===== config.mk =====
export PLATFORM = sky130hd
export DESIGN_NAME = sacl_ram
export DESIGN_NICKNAME = d
export VERILOG_FILES = /design/src/rtl/assert_macros.svh /design/src/rtl/sacl_ram.sv
export SDC_FILE = /design/constraint.sdc
export NUM_CORES = 1
export LEC_CHECK = 0
export ABC_AREA = 1
export BUFFER_PORTS_ARGS = -buffer_cell sky130_fd_sc_hd__buf_2
export CORE_ASPECT_RATIO = 0.8
export CORE_UTILIZATION = 45
export DETAILED_ROUTE_END_ITERATION = 12
export GPL_TIMING_DRIVEN = 0
export HOLD_SLACK_MARGIN = 0.05
export PLACE_DENSITY = 0.65
export SETUP_SLACK_MARGIN = 0.15
export SLEW_MARGIN = 20
export SYNTH_ARGS = -nofsm -noshare
export SYNTH_HDL_FRONTEND = slang
export SYNTH_SLANG_ARGS = --single-unit
export TNS_END_PERCENT = 1

===== constraint.sdc =====
create_clock -name clk -period 1.8 [get_ports clk]
set_input_delay 0.09 -clock clk [delete_from_list [all_inputs] [get_ports clk]]
set_output_delay 0.09 -clock clk [all_outputs]
set_load 0.05 [all_outputs]

===== src/rtl/assert_macros.svh =====
// Assertion macros shared by the cache tag RTL.
`ifndef ASSERT_MACROS_SVH
`define ASSERT_MACROS_SVH
`ifndef SYNTHESIS
`define ASSERT_AT(lbl, clk, rst_n, prop, msg) \
	lbl: assert property (@(posedge clk) disable iff (!rst_n) prop) else $error(msg);
`define ASSERT_NEVER(lbl, clk, rst_n, cond, msg) \
	`ASSERT_AT(lbl, clk, rst_n, !(cond), msg)
`else
`define ASSERT_AT(lbl, clk, rst_n, prop, msg)
`define ASSERT_NEVER(lbl, clk, rst_n, cond, msg)
`endif
`endif


===== src/rtl/sacl_ram.sv =====
// Generic single-write, single-read RAM with registered read data.
`default_nettype none
module sacl_ram #(
	parameter int WIDTH = 8,
	parameter int DEPTH = 16
) (
	input  wire logic                     clk,
	input  wire logic                     we,
	input  wire logic [$clog2(DEPTH)-1:0] waddr,
	input  wire logic [WIDTH-1:0]         wdata,
	input  wire logic                     re,
	input  wire logic [$clog2(DEPTH)-1:0] raddr,
	output logic      [WIDTH-1:0]         rdata
);
	logic [WIDTH-1:0] mem [DEPTH];

	always_ff @(posedge clk) begin
		if (we) begin
			mem[waddr] <= wdata;
		end
		if (re) begin
			rdata <= mem[raddr];
		end
	end
endmodule
`default_nettype wire


# After elaboration in Yosys (flattened, before gate mapping)
# Memories as Yosys holds them, arrays and structs flattened. A register that Yosys moved wholly into a read port is not among the register bits.
# Cells that the tools add are included.
dict set report totals {
  n_memories 1
  elab_cells 3
  mem_bits_ro 0
  ram_bits 128
  reg_bits 0
  in_bits 19
  out_inout_bits 8
  latch_bits 0
}
dict set report op_classes {
  n_addsub 0
  n_lt_le_gt_ge 0
  n_mul 0
  n_reduce_logical 0
  n_div 0
  shifts 0
  n_bitwise 0
  muxes 2
  n_eq_ne 0
}
# memory depth width rd rd_clocked_by_memory_dff write_ports line_no
set memory_table {}
lappend memory_table {mem 16 8 1 1 1 sacl_ram.sv:15} ;# logic [WIDTH-1:0] mem [DEPTH];
# cell count
set ops {}
lappend ops {{two-way mux 1 bit} 2}

# Longest topological paths before layout
dict set report depth {
  depth_word 2
  ltp_mapped 8
  depth_no_buf 7
}

# Worst setup path after synthesis
# Ideal clock, no wire load.
dict set report synth_timing {
  kind {input to register}
  from {in waddr[2]}
  to {mem mem[10][0] (enable)}
  path_slack_ps 759
  arrival_ps 671
  path_stages 2
  required_time_ps 1430
  path_buffers 0
  setup_time_ps 370
  cell_sequence {nand3b_1 > nor2_1}
}
# item line_no
set synth_rtl {}
lappend synth_rtl {{start: declaration} sacl_ram.sv:9} ;# input wire logic [$clog2(DEPTH)-1:0] waddr,
lappend synth_rtl {{end: declaration} sacl_ram.sv:15}
# Straight into the memory's write port.

==> qor.yml <==
num_io_pins: 27
vdd_ir_drop_max_uv: 834
critical_path.max_stage_delay_ps: 370
layout.nets: 613
top_layer_used: "met4"
synth-seq-cells: 136
synthArstFlopShare_pct: 0
m1WireLength_um: 6290
drt_first_pass_iters: 5
post_drt_wl_per_cell_um: 18.2
drc: 0
sequentialPowerShare_pct: 44.9
grt_first_pass_wirelength_um: 21900
die_h_um: 104
syn_inst: 551
antenna_found_initial: 0
clockBufferDepth: 2
post-route-min-period_ps: 1190
yosysMostFrequentCell: "nand2_1"
avgSynthCellArea_um2: 10.6
synth_top_area_cell: "edfxtp_1"
yosys-top-cells-area: "edfxtp_1, nand2_1, nand3_1, inv_1, buf_6"
ant_nets: 0
rsz0062_at_grt: "false"
relSlewSlack_pct: 33.5
numClockSinks: 136
path_clk_slew_ps: 60
grt_usage_pct: 23.2
path_cells: "inv_1 > nand2_1 > nand3_1 > nand3_1 > nand3_1 > nand2_1"
cts-htree-levels: 4
first_global_vias: 3828
switchingPower_w: 0.00168
yosys_warnings: 0
die_width_um: 129
start_util_pct: 47.0
maxCapViolCount: 0
root_buffer: "clkbuf_16"
worstPathArrival_ps: 1360
power.leakage_nw: 2.94
dp_hpwl_um: 9090
synth_ff_type: "edfxtp_1"
setup_ws_ps: 611
crit_type: "reg2reg"
routed_wl_um: 14100
area_growth_pct: 17.1
hold_class: "in2reg"
netlist_top_cells_count: "nand2_1, edfxtp_1, inv_1"
finalSetupViolations: 0
placed_cell_area_um2: 6180
vias_per_cell: 5.07
gp_congestion: 0.863
clock_latency_ps: 420
antenna_cells: 0
port_buffers: 23
grt_overflow: 0
synth_nets: 570
yosysSeqAreaShare_pct: 69.8
dp.cells: 745
post-place-ws_ps: 220
cts_buffers: 17
slew_viol_final: 0
drive_above_1_share_pct: 12.7
wl_met3_um: 1160
dieArea_um2: 13500
fillCellCount: 1079
skew_ps: 5.62
synth_top_area_share_pct: 69.8
pwr_density_cell_nw_per_um2: 1170
crit_path_frequent_cell: "nand3_1"
p_sw_share_pct: 21.1
grt_max_degree: 17
route.vias.total: 3942
status: "completed"
fp-row-count: 36
crit_required_ps: 1970
syn_area_um2: 5850
synth_edf_count: 136
cp_max_fo: 1
crit_path_end_kind: "register"
slowest_stage: "edfxtp_1"
core_um2: 12400
cts_tree: "done"
fin_crit_sh_pct: 66.1
worst_pin_slew_ps: 994
combPwrFrac_pct: 6.4
post_cts_resized: 0
hold_violations: 0
drtIter0Drc: 457
power.internal_w: 0.00629
met2WireLength_um: 6380
startpoint_type: "register"
ys_types: 11
cts_setup_buffers: 0
final_cell_count_no_fill: 778
fin_area_um2: 6850
clkPwrFrac_pct: 48.6
tns_ps: 0
max_freq_mhz: 841
fin_util_pct: 55.1
[per-stage QoR]
stage	hold slack, ps	power (W)
after floorplan	189	0.00395
after global placement	458	0.00415
after detailed placement	465	0.00415
after CTS	82.1	0.00800
after global routing	85.2	0.00821
final	86.4	0.00798
[cell families after synthesis]
logic type	share of synthesized area, %
buffers and inverters	9.39
DFF	69.8
and+or+nand+nor	20.8
[timing repair]
item,4_1_cts,5_1_grt
hold buffers,1,0
endpoints found under the hold margin,8,0
endpoints found under the setup margin,0,0
[flip-flops by register name, summed over array words and instances, names as in the netlist]
register,cells
mem,128
rdata,8
[layer usage]
layer  GRT usage, %  up-vias
met1           33.6     1862
met5              0        -
met3           5.61       28
met2           33.9      183
li1               -     1869
met4           8.64        0
[worst max-delay path, delay by kind of cell, from the launching register on]
family,cells,cell delay (ps)
simple gates,5,500
flops,1,370
buf+inv,1,70
[power groups by stage]
stage / logic [W] / clock network, W / registers, W
global placement: 0.000497 / 0 / 0.00365
detailed placement: 0.000504 / 0 / 0.00365
finish: 0.000512 / 0.00388 / 0.00359
global route: 0.000561 / 0.00406 / 0.00359
CTS: 0.000510 / 0.00390 / 0.00359
floorplan: 0.000250 / 0 / 0.00370
[final timing paths]
| kind | start | to | slack (ps) | cells after the start |
|---|---|---|---|---|
| worst max-delay path | mem[1][7] | rdata[7] | 610 | 6 |
| worst min-delay path | wdata[1] | mem[14][1] | 90 | 1 |
| worst max register to register | mem[1][7] | rdata[7] | 610 | 6 |
| worst min register to register | mem[6][2] | rdata[2] | 780 | 6 |
[layout by cell type (no fill, tap or decap), types with 4 or more instances in the layout]
| cell type | n |
|---|---|
| bufinv_16 | 6 |
| inv_1 | 100 |
| clkbuf_16 | 17 |
| buf_4 | 4 |
| buf_2 | 36 |
| nand3_1 | 97 |
| nor2_1 | 17 |
| buf_6 | 6 |
| nand2_1 | 173 |
| edfxtp_1 | 136 |
[layout make-up]
cell class	count	area, um2	area share (%)
repair buffers	24	125	1.83
well taps	171	214	3.13
clock inverters	13	226	3.31
clock buffers	19	433	6.32
inverters	102	383	5.59
plain buffers	24	166	2.43
multi-input cells	289	1210	17.7
flip-flops and latches	136	4080	59.7
No activity file was read; power rests on OpenSTA's default activity.
